$ cat config.mk
export PLATFORM = sky130hd
export DESIGN_NAME = smbs_ctrl
export DESIGN_NICKNAME = d
export VERILOG_FILES = /design/src/rtl/core/smbs_pkg.sv /design/src/rtl/core/smbs_ctrl.sv
export SDC_FILE = /design/constraint.sdc
export NUM_CORES = 1
export LEC_CHECK = 0
export BUFFER_PORTS_ARGS = -buffer_cell sky130_fd_sc_hd__buf_2
export CAP_MARGIN = 5
export CORE_AREA = 2 2 39 41
export CTS_CLUSTER_DIAMETER = 40
export DETAILED_ROUTE_END_ITERATION = 10
export DIE_AREA = 0 0 41 43
export HOLD_SLACK_MARGIN = 0.08
export PLACE_DENSITY = 0.39
export RECOVER_POWER = 100
export SLEW_MARGIN = 20
export SYNTH_ARGS = -nofsm -noshare
export SYNTH_HDL_FRONTEND = slang
export SYNTH_SLANG_ARGS = --single-unit
$ cat constraint.sdc
create_clock -name clk -period 1.75 [get_ports clk]
set_input_delay 0.0875 -clock clk [delete_from_list [all_inputs] [get_ports clk]]
set_output_delay 0.0875 -clock clk [all_outputs]
set_load 0.02 [all_outputs]
$ cat src/rtl/core/smbs_pkg.sv
// ----------------------------------------------------------------------------
// smbs_pkg
// Shared constants, codes and controller/datapath interface types for the
// sorted matrix binary search core.
// ----------------------------------------------------------------------------
package smbs_pkg;

	localparam int MAX_ELEMENTS_DEF  = 1024;
	localparam int ELEMENT_WIDTH_DEF = 32;

	localparam int VALUE_W    = 32;
	localparam int POS_W      = 10;
	localparam int CFG_W      = 11;
	localparam int CFG_IDX_W  = 1;
	localparam int S_TDATA_W  = 48;
	localparam int M_TDATA_W  = 8;

	localparam logic OP_LOAD   = 1'b0;
	localparam logic OP_SEARCH = 1'b1;

	localparam logic [CFG_IDX_W-1:0] REG_ROW_COUNT    = 1'b0;
	localparam logic [CFG_IDX_W-1:0] REG_COLUMN_COUNT = 1'b1;

	typedef struct packed {
		logic init;   // capture target, set bounds from matrix size
		logic load;   // write one element
		logic first;  // issue first probe
		logic step;   // evaluate probe, narrow bounds, issue next probe
		logic emit;   // move result into output register
	} smbs_cmd_t;

	typedef struct packed {
		logic first_empty;  // search range empty before any probe
		logic probe_done;   // current probe ends the search
	} smbs_sts_t;

endpackage

$ cat src/rtl/core/smbs_ctrl.sv
// ----------------------------------------------------------------------------
// smbs_ctrl
// Sequencer for load and search transactions: accepts input, steps the
// probe loop and hands the result to the output register.
// ----------------------------------------------------------------------------
module smbs_ctrl (
	input  logic                clk,
	input  logic                arst_n,
	input  logic                s_tvalid,
	output logic                s_tready,
	input  logic                opcode,
	output logic                m_tvalid,
	input  logic                m_tready,
	input  smbs_pkg::smbs_sts_t sts,
	output smbs_pkg::smbs_cmd_t cmd
);
	import smbs_pkg::*;

	localparam logic [1:0] ST_IDLE  = 2'd0;
	localparam logic [1:0] ST_START = 2'd1;
	localparam logic [1:0] ST_PROBE = 2'd2;
	localparam logic [1:0] ST_EMIT  = 2'd3;

	logic [1:0] state_q;
	logic [1:0] state_d;
	logic       m_tvalid_q;
	logic       accept_c;
	logic       out_free_c;

	assign s_tready   = (state_q == ST_IDLE);
	assign accept_c   = s_tvalid && s_tready;
	assign out_free_c = !m_tvalid_q || m_tready;

	always_comb begin
		state_d   = state_q;
		cmd       = '0;
		case (state_q)
			ST_IDLE: begin
				if (accept_c) begin
					if (opcode == OP_SEARCH) begin
						cmd.init = 1'b1;
						state_d  = ST_START;
					end else begin
						cmd.load = 1'b1;
					end
				end
			end
			ST_START: begin
				cmd.first = 1'b1;
				state_d   = sts.first_empty ? ST_EMIT : ST_PROBE;
			end
			ST_PROBE: begin
				cmd.step = 1'b1;
				if (sts.probe_done) begin
					state_d = ST_EMIT;
				end
			end
			ST_EMIT: begin
				if (out_free_c) begin
					cmd.emit = 1'b1;
					state_d  = ST_IDLE;
				end
			end
			default: begin
				state_d = ST_IDLE;
			end
		endcase
	end

	always_ff @(posedge clk or negedge arst_n) begin
		if (!arst_n) begin
			state_q    <= ST_IDLE;
			m_tvalid_q <= 1'b0;
		end else begin
			state_q <= state_d;
			if (cmd.emit) begin
				m_tvalid_q <= 1'b1;
			end else if (m_tready) begin
				m_tvalid_q <= 1'b0;
			end
		end
	end

	assign m_tvalid = m_tvalid_q;

	a_cmd_onehot: assert property (@(posedge clk) disable iff (!arst_n)
		$onehot0({cmd.init, cmd.load, cmd.first, cmd.step, cmd.emit}))
		else $error("more than one datapath command in a cycle");

	a_emit_valid: assert property (@(posedge clk) disable iff (!arst_n)
		cmd.emit |=> m_tvalid)
		else $error("emitted result not presented");

	a_search_start: assert property (@(posedge clk) disable iff (!arst_n)
		(accept_c && opcode == OP_SEARCH) |=> (state_q == ST_START))
		else $error("search transaction did not start probing");

endmodule

* Word level (Yosys, flattened, before mapping)
Cells that the tools add are included.
** Cells by class
- Eq/ne operators :: 7
- Mux-type cells :: 16
- Reductions and logical operators :: 6
** Operators with widths (number)
- two-way mux 2 bit :: 6
- two-way mux 1 bit :: 9
- case mux 2 bit (4 select lines) :: 1
- == test 2 bit (second input constant) :: 2
- != test 2 x 1 -> 1 bit (second input constant) :: 2
- != test 2 bit (second input constant) :: 2
- AND reduction 4 bit :: 1
- == test 2 x 1 -> 1 bit (second input constant) :: 1
- zero test 2 bit :: 1
- nonzero test 2 bit :: 1
- logical AND 1 bit :: 1
- zero test 1 bit :: 1
- logical OR 1 bit :: 1
** Storage, ports and cells
- Register bits after elaboration :: 3
- Bits of input ports :: 7
- Output and inout port bits :: 7

* Longest topological paths before layout
Gate-level depths: netlist (run 1).
- Depth in word-level cells :: 5
- Mapped depth :: 5

* Least setup slack after synthesis (run 1)
OpenSTA, ideal clock, no wires.
- Path type :: reg-to-reg
- Start point :: register state_q[0]
- End point :: register state_q[1]
- Setup time :: 0.127 ns
- Data arrival time :: 1.541 ns
- Required time :: 1.623 ns
- Slack :: 0.082 ns
- Stages on the path, launching flop included :: 5
- Buffers on the path :: 0
- Path through :: dfrtp_1 inv_1 ha_1 a222oi_1 mux2_1
** Between the ends
- Longest elaborated chain between the ends :: 4
- Elaborated cells on any way between the ends :: 11
- Classes of those cells :: eq/ne: 7; mux: 1; reduce/logical: 3
** Ends and longest elaborated chain
- start: declaration :: line smbs_ctrl.sv:24 : logic [1:0] state_q;
- start signal: assignment :: line smbs_ctrl.sv:75 : state_q <= state_d;
- zero test 2 bit :: line smbs_ctrl.sv:30, smbs_ctrl.sv:37
- logical AND 1 bit :: line smbs_ctrl.sv:31 : assign accept_c = s_tvalid && s_tready;
- != test 2 x 1 -> 1 bit (no line)
- AND reduction 4 bit (no line)
Several ways; a longest one is shown, not always the timed one.
A chain may end at the register's enable or synchronous reset.

* Final worst setup path (run 1)
Same ends and word-level chain as after synthesis.

==> flow_metrics.py, run 1 <==
metrics = {
    "outcome": {
        "status": "completed",
    },
    "critical_path": {
        "cp.required_ns": 1.85,
        "arrival_ns": 1.71,
        "end_kind": "register",
        "timing.rr.start": "state_q[0]$_DFFE_PN0P_",
        "cp_max_fo": 5,
        "timing.rr.end": "state_q[1]$_DFFE_PN0P_",
        "reg2reg_depth": 4,
        "rrSetupSlack_ns": 0.14,
        "start_kind": "register",
        "criticalPathCategory": "reg -> reg",
    },
    "pwr": {
        "total_power_mw": 0.644,
        "pwr-share-comb_pct": 59.7,
        "p_sw_share_pct": 45.6,
        "p_sw_mw": 0.294,
        "ir_drop_mv": 0.491,
        "power.density_mw_per_mm2": 1810,
        "share_seq_of_total_power_pct": 22.0,
        "p_leak_nw": 0.188,
        "p_clk_share_pct": 18.3,
        "intPower_mw": 0.350,
    },
    "layout": {
        "areaGrowthSynthToFinish_pct": 50.0,
        "final_core_util_pct": 25.8,
        "layout-drive-gt1-share_pct": 20.9,
        "final_common_cell": "clkbuf_1",
        "nets": 56,
        "antenna_cells": 0,
        "final_area_um2": 357,
        "layout_common_cells": "clkbuf_1, ha_1, buf_2",
    },
    "timing": {
        "finalWorstSetupSlack_ns": 0.144,
        "fmax_mhz": 623,
        "rsz0062_at_grt": "no",
        "final_max_slew_viol_count": 0,
        "fin_crit_ns": 1.61,
        "finalSetupViolations": 0,
        "tns_ns": 0,
        "maxSlewHeadroom_pct": 75.1,
        "final.period_utilization_pct": 91.8,
        "worst_slew_pin_slew_ns": 0.374,
        "fin_skew_ns": 0.000244,
        "hold_viol_final": 0,
    },
    "yosys": {
        "synth-compound-area-share_pct": 7.37,
        "synth_xor_area_share_pct": 0,
        "yosysSeqAreaShare_pct": 31.6,
        "synth_top_family_by_area": "adder cells",
        "syn_area_per_cell_um2": 9.91,
        "syn_nets": 36,
        "yosysUniqueCellTypes": 14,
        "synth-seq-cells": 3,
        "synth_fa_ha_area_share_pct": 26.3,
        "muxShareOfSynthArea_pct": 8.95,
        "netlist_area_um2": 238,
        "ys_warn_count": 0,
        "yosys.area_share.simple_pct": 21.1,
        "synth_cells": 24,
    },
    "grt": {
        "track_usage_pct": 7.25,
        "grt_max_degree": 6,
        "grt_pass1_wl_um": 800,
        "grt-ovfl-total": 0,
        "use_met3_pct": 1.57,
        "met1_usage_pct": 6.49,
        "top_usage_layer": "met2",
        "antenna_found_initial": 0,
        "gr-usage-met2_pct": 11.6,
        "first_global_vias": 228,
    },
    "clocking": {
        "cts_resized": 0,
        "cts_tree": "yes",
        "worst_skew_pair.late_latency_ns": 0.23,
        "cts_made_buffers": 3,
        "cts_root_buf": "clkbuf_4",
        "cts_num_sinks": 3,
        "htreeDepth": 1,
        "cts_max_path_buffers": 2,
        "clk_pin_slew_ns": 0.03,
        "post-cts-setup-buffers": 0,
    },
    "flow_run": {
        "drv_cap": 0,
    },
    "die": {
        "core_mm2": 0.00138,
        "die_y_um": 43,
        "die_area_mm2": 0.00176,
        "start_util_pct": 17.2,
        "die_w_um": 41,
        "io_pins": 14,
        "rows": 14,
    },
    "route": {
        "drtIter0Drc": 5,
        "drcViolationCount": 0,
        "vias": 230,
        "first_pass_iters": 4,
        "wl_per_cell_um": 9.15,
        "detail-route-antenna-nets": 0,
        "routed_via_density": 3.90,
        "routed_wl_um": 540,
    },
    "placed_design": {
        "dp_worst_setup_slack_ns": 0.127,
        "io_buffer_count": 13,
        "place_area_um2": 330,
        "globalplace.congestion": 0.637,
    },
    "hold_path": {
        "worstHoldStart": "m_tready",
        "whs_endpoint": "m_tvalid$_DFFE_PN0P_",
        "hold_depth": 3,
        "hp-class": "in -> reg",
    },
}
-- cell families (layout without fill, tap and decap cells) --
kind of cell	after synthesis	after routing
AO/OA/AOI/OAI	2	2
adder cells (fa/ha/maj)	5	5
buffers and inverters	3	22
flip-flops	3	3
multiplexers	2	2
AND/OR/NAND/NOR	9	9
-- layer usage --
layer | share of wire [%] | wire length (um)
met2 | 55 | 299
met3 | 8.1 | 44
met5 | 0 | 0
met1 | 36 | 196
met4 | 0 | 0
-- repair_timing --
item | in CTS | in global routing
endpoints found under the setup margin | 0 | 0
hold buffers | 1 | 0
hold endpoints to repair | 3 | 0
-- state kept, by name, summed over array words and instances, names as in the netlist --
register  flops
state_q       2
m_tvalid      1
-- cell type report --
cell class / instances / area, um2
fillers: 164 / 1030
inverters: 3 / 11.3
flip-flops and latches: 3 / 75.1
well taps: 16 / 20.0
clock buffers: 4 / 26.3
repair buffers: 15 / 72.6
multi-input cells: 18 / 151
-- worst max path at each step --
stage                                        end  depth (start not counted)              startpoint
after floorplan           state_q[1]$_DFFE_PN0P_                          4  state_q[0]$_DFFE_PN0P_
after global placement    state_q[1]$_DFFE_PN0P_                          4  state_q[0]$_DFFE_PN0P_
after detailed placement  state_q[1]$_DFFE_PN0P_                          4  state_q[0]$_DFFE_PN0P_
after CTS                 state_q[1]$_DFFE_PN0P_                          4  state_q[0]$_DFFE_PN0P_
after global routing      state_q[1]$_DFFE_PN0P_                          4  state_q[0]$_DFFE_PN0P_
final                     state_q[1]$_DFFE_PN0P_                          4  state_q[0]$_DFFE_PN0P_
-- power groups by stage --
stage	logic, mW	registers (mW)	clock network, mW
2_1_floorplan	0.269	0.150	0
3_3_place_gp	0.399	0.140	0
3_5_place_dp	0.410	0.143	0
4_1_cts	0.412	0.142	0.126
5_1_grt	0.439	0.150	0.127
6_report	0.384	0.142	0.118
-- Yosys cell counts --
library cell,n,area (um2)
and2_1,1,6.26
dfrtp_1,3,75.1
nand2_1,2,7.51
ha_1,5,62.6
a222oi_1,1,10.0
a211oi_1,1,7.51
nor2b_1,1,6.26
inv_1,3,11.3
nor2_1,1,3.75
and3_1,2,12.5
or2b_1,1,7.51
mux2i_1,1,10.0
nand2b_1,1,6.26
mux2_1,1,11.3
-- stage by stage --
step / std cells / hold WS [ns]
finish: 59 / 0.145
global route: 59 / 0.172
CTS: 59 / 0.143
detailed placement: 54 / -0.114
global placement: 54 / -0.112
floorplan: 24 / -0.208
-- critical path: stages, from the launching register on --
cell and delay [ns]:
dfrtp_1 0.38, inv_1 0.11, ha_1 0.23, a222oi_1 0.39, mux2_1 0.37
(Power assumes the default switching activity.)
==> inputs of run 2 (changes only) <==
BUFFER_PORTS_ARGS = -buffer_cell sky130_fd_sc_hd__buf_4   (was -buffer_cell sky130_fd_sc_hd__buf_2)
CORE_AREA = 5 5 42 44   (was 2 2 39 41)
DIE_AREA = 0 0 47 49   (was 0 0 41 43)
==> flow_metrics.py, run 2 (same netlist as run 1, synthesis figures left out) <==
metrics = {
    "hold_path": {
        "hp-class": "in -> reg",
    },
    "route": {
        "drcViolationCount": 0,
        "routed_wl_um": 613,
        "routed_via_density": 3.86,
        "first_pass_iters": 4,
        "detail-route-antenna-nets": 0,
        "wl_per_cell_um": 10.4,
        "vias": 228,
        "drtIter0Drc": 1,
    },
    "critical_path": {
        "timing.rr.start": "state_q[0]$_DFFE_PN0P_",
        "cp.required_ns": 1.86,
        "timing.rr.end": "state_q[1]$_DFFE_PN0P_",
        "crit_buf_inv": 1,
        "start_kind": "register",
        "crit_end": "state_q[1]$_DFFE_PN0P_",
        "criticalPathCategory": "reg -> reg",
        "cp_slowest_cell": "a222oi_1",
        "arrival_ns": 1.69,
        "crit_path_start": "state_q[0]$_DFFE_PN0P_",
        "crit_chain": "inv_2 -> ha_1 -> a222oi_1 -> mux2_1",
        "critPathTopFamily": "compound AO/OA/AOI/OAI gates",
        "slowest_delay_ns": 0.42,
        "end_kind": "register",
        "cp_max_fo": 5,
        "path_depth": 4,
        "rrSetupSlack_ns": 0.16,
        "reg2reg_depth": 4,
    },
    "timing": {
        "fin_skew_ns": 0.000765,
        "tns_ns": 0,
        "finalSetupViolations": 0,
        "hold_viol_final": 0,
        "final.period_utilization_pct": 90.6,
        "fin_crit_ns": 1.59,
        "maxSlewHeadroom_pct": 74.9,
        "worst_slew_pin_slew_ns": 0.377,
        "final_max_slew_viol_count": 0,
        "fmax_mhz": 631,
        "rsz0062_at_grt": "no",
        "hold_slack_ns": 0.143,
    },
    "grt": {
        "use_met3_pct": 1.48,
        "gr-usage-met2_pct": 9.50,
        "met1_usage_pct": 7.08,
        "grt_pass1_wl_mm": 1.07,
        "top_usage_layer": "met2",
        "grt_max_degree": 6,
        "track_usage_pct": 6.56,
        "grt-ovfl-total": 0,
        "first_global_vias": 265,
        "antenna_found_initial": 0,
    },
    "layout": {
        "nets": 56,
        "largest_reg_flops": 2,
        "layout_common_cells": "buf_4, clkbuf_1, ha_1",
        "antenna_cells": 0,
        "areaGrowthSynthToFinish_pct": 58.4,
        "layout-drive-gt1-share_pct": 27.9,
        "nFillCells": 177,
        "top_register": "state_q",
        "final_area_um2": 377,
        "final_common_cell": "buf_4",
    },
    "pwr": {
        "power.density_mw_per_mm2": 1780,
        "ir_drop_mv": 0.612,
        "p_leak_nw": 0.198,
    },
    "outcome": {
        "status": "completed",
    },
    "clocking": {
        "worst_skew_pair.late_latency_ns": 0.23,
        "cts_max_path_buffers": 2,
        "cts_tree": "yes",
        "cts_made_buffers": 3,
        "htreeDepth": 1,
        "clk_pin_slew_ns": 0.04,
        "cts_num_sinks": 3,
        "cts_root_buf": "clkbuf_4",
    },
    "die": {
        "core_mm2": 0.00140,
        "start_util_pct": 17.0,
        "die_area_mm2": 0.00230,
        "die_w_um": 47,
        "io_pins": 14,
        "rows": 14,
        "die_y_um": 49,
    },
    "placed_design": {
        "io_buffer_count": 13,
        "place_area_um2": 363,
        "globalplace.congestion": 0.714,
    },
    "flow_run": {
        "drv_cap": 0,
    },
}
-- run 2: cell types whose count changed in the layout (fill, tap and decap cells not counted), sizes merged --
cell / change
buf: +2
clkbuf: -2
-- run 2: routing by layer --
metal  up-vias  routed length, um
met4         0                  0
met2         8                322
met5         -                  0
li1        117                  -
met1       103                217
met3         0                 74
-- run 2: worst min-delay path, cell delays in order --
cell and delay (ns):
buf_4 0.08, or2b_1 0.10, nand2b_1 0.06
-- run 2: worst min-delay path by stage --
| stage | end | from | slack, ns | cells past startpoint |
|---|---|---|---|---|
| floorplan | m_tvalid$_DFFE_PN0P_ | arst_n | -0.21 | 0 |
| global placement | m_tvalid$_DFFE_PN0P_ | arst_n | -0.12 | 1 |
| detailed placement | m_tvalid$_DFFE_PN0P_ | arst_n | -0.12 | 1 |
| CTS | m_tvalid$_DFFE_PN0P_ | m_tready | 0.14 | 3 |
| global route | m_tvalid$_DFFE_PN0P_ | m_tready | 0.20 | 3 |
| finish | m_tvalid$_DFFE_PN0P_ | m_tready | 0.14 | 3 |
-- run 2: layout make-up --
class	count	area (um2)	share of cell area, %
Multi-Input combinational cell	18	151	40.2
Sequential cell	3	75.1	19.9
Timing Repair Buffer	15	92.6	24.6
Inverter	3	11.3	2.99
Tap cell	16	20.0	5.32
Clock buffer	4	26.3	6.98
-- run 2: stage by stage --
stage | setup WS [ns] | util (%) | total power [mW] | std cells
final | 0.164 | 26.9 | 0.672 | 59
after global routing | 0.0125 | 26.9 | 0.754 | 59
after CTS | 0.121 | 28.5 | 0.730 | 59
after detailed placement | 0.126 | 25.9 | 0.597 | 54
after global placement | 0.130 | 25.9 | 0.591 | 54
after floorplan | 0.0817 | - | 0.419 | 24
-- run 2: where the power goes --
group	total, mW	switching [mW]	leakage, nW	internal (mW)
Clock	0.120	0.0350	0.0150	0.0854
Combinational	0.408	0.228	0.148	0.180
Sequential	0.143	0.0350	0.0357	0.108
-- run 2: timing repair --
action / 4_1_cts / 5_1_grt
gates resized for setup: 0 / 1
hold buffers: 1 / 0
setup buffers: 0 / 0
endpoints found under the hold margin: 3 / 0
setup endpoints to repair: 0 / 1
==> inputs of run 3 (changes only) <==
CORE_AREA = 2 2 39 41   (was 5 5 42 44)
DIE_AREA = 0 0 41 43   (was 0 0 47 49)
REMOVE_ABC_BUFFERS = 1   (was default)
==> flow_metrics.py, run 3 (same netlist as run 1, synthesis figures left out) <==
metrics = {
    "layout": {
        "layout-drive-gt1-share_pct": 23.3,
        "final_common_cell": "clkbuf_1",
        "largest_reg_flops": 2,
        "areaGrowthSynthToFinish_pct": 56.8,
        "antenna_cells": 0,
        "layout_common_cells": "clkbuf_1, buf_4, ha_1",
        "final_area_um2": 373,
        "top_register": "state_q",
        "nets": 56,
    },
    "critical_path": {
        "timing.rr.end": "state_q[1]$_DFFE_PN0P_",
        "rrSetupSlack_ns": 0.14,
        "reg2reg_depth": 4,
        "crit_end": "state_q[1]$_DFFE_PN0P_",
        "criticalPathCategory": "reg -> reg",
        "arrival_ns": 1.72,
        "start_kind": "register",
        "end_kind": "register",
        "crit_path_start": "state_q[0]$_DFFE_PN0P_",
        "cp.required_ns": 1.86,
        "timing.rr.start": "state_q[0]$_DFFE_PN0P_",
        "cp_max_fo": 5,
    },
    "grt": {
        "grt-ovfl-total": 0,
        "track_usage_pct": 6.83,
        "grt_max_degree": 6,
        "grt_pass1_wl_um": 779,
        "first_global_vias": 226,
        "antenna_found_initial": 0,
    },
    "hold_path": {
        "worstHoldStart": "m_tready",
        "hp-class": "in -> reg",
    },
    "die": {
        "die_w_um": 41,
        "start_util_pct": 17.2,
        "core_mm2": 0.00138,
        "io_pins": 14,
        "die_area_mm2": 0.00176,
        "rows": 14,
        "die_y_um": 43,
    },
    "clocking": {
        "worst_skew_pair.late_latency_ns": 0.23,
        "post-cts-setup-buffers": 0,
        "cts_root_buf": "clkbuf_4",
        "cts_tree": "yes",
        "cts_max_path_buffers": 2,
        "cts_made_buffers": 3,
        "cts_num_sinks": 3,
        "htreeDepth": 1,
        "clk_pin_slew_ns": 0.03,
    },
    "route": {
        "drcViolationCount": 0,
        "routed_via_density": 3.93,
        "drtIter0Drc": 2,
        "vias": 232,
        "routed_wl_um": 536,
        "detail-route-antenna-nets": 0,
        "first_pass_iters": 4,
        "wl_per_cell_um": 9.08,
    },
    "outcome": {
        "status": "completed",
    },
    "placed_design": {
        "dpl.hpwl_um": 460,
        "globalplace.congestion": 0.643,
        "io_buffer_count": 13,
        "place_area_um2": 363,
    },
    "flow_run": {
        "drv_cap": 0,
    },
    "pwr": {
        "power.density_mw_per_mm2": 1750,
        "p_leak_nw": 0.195,
        "ir_drop_mv": 0.602,
    },
    "timing": {
        "fmax_mhz": 620,
        "tns_ns": 0,
        "rsz0062_at_grt": "no",
        "hold_viol_final": 0,
        "maxSlewHeadroom_pct": 72.0,
        "fin_crit_ns": 1.61,
        "finalSetupViolations": 0,
        "worst_slew_pin_slew_ns": 0.420,
        "hold_slack_ns": 0.146,
        "fin_skew_ns": 0.0000752,
        "final_max_slew_viol_count": 0,
        "final.period_utilization_pct": 92.1,
    },
}
run 3: cell count changes in the layout (fill, tap and decap cells not counted):
cell / before / now
inv_2: 1 / 0
inv_1: 2 / 3
clkbuf_1: 7 / 8
buf_4: 8 / 7
run 3: repair_timing:
item	CTS	global route
gates resized for setup	0	0
hold buffers	1	0
hold endpoints to repair	3	0
run 3: where the power goes:
group	switching [mW]	internal, mW
registers	0.0322	0.108
clock network	0.0331	0.0853
logic	0.226	0.168
run 3: cell type report:
cell class,instances,area (um2)
flip-flops and latches,3,75.1
repair buffers,15,88.8
inverters,3,11.3
fillers,168,1010
multi-input cells,18,151
well taps,16,20.0
clock buffers,4,26.3
run 3: per-stage QoR:
stage          power (mW)  std cells  utilization [%]  worst slack (ns)
6_report            0.653         59             26.9             0.138
3_5_place_dp        0.590         54             26.2             0.132
2_1_floorplan       0.419         24                -            0.0817
5_1_grt             0.718         59             26.9            0.0111
3_3_place_gp        0.583         54             26.2             0.147
4_1_cts             0.719         59             28.8             0.127
run 3: critical path, cell delays in order (launching register included):
cell and delay (ns):
dfrtp_1 0.38, inv_1 0.11, ha_1 0.22, a222oi_1 0.43, mux2_1 0.36
run 3: worst min path at each step:
stage | to | slack [ns] | cells past startpoint
final | m_tvalid$_DFFE_PN0P_ | 0.15 | 3
after global routing | m_tvalid$_DFFE_PN0P_ | 0.15 | 3
after CTS | m_tvalid$_DFFE_PN0P_ | 0.14 | 3
after detailed placement | m_tvalid$_DFFE_PN0P_ | -0.12 | 1
after global placement | m_tvalid$_DFFE_PN0P_ | -0.12 | 1
after floorplan | m_tvalid$_DFFE_PN0P_ | -0.21 | 0
run 3: layer usage:
layer | vias to the layer above | track usage, % | wire length [um]
met5 | - | 0 | 0
met4 | 0 | 6.00 | 0
met3 | 0 | 1.57 | 68
met2 | 10 | 11.9 | 280
met1 | 101 | 5.81 | 187
li1 | 121 | - | -
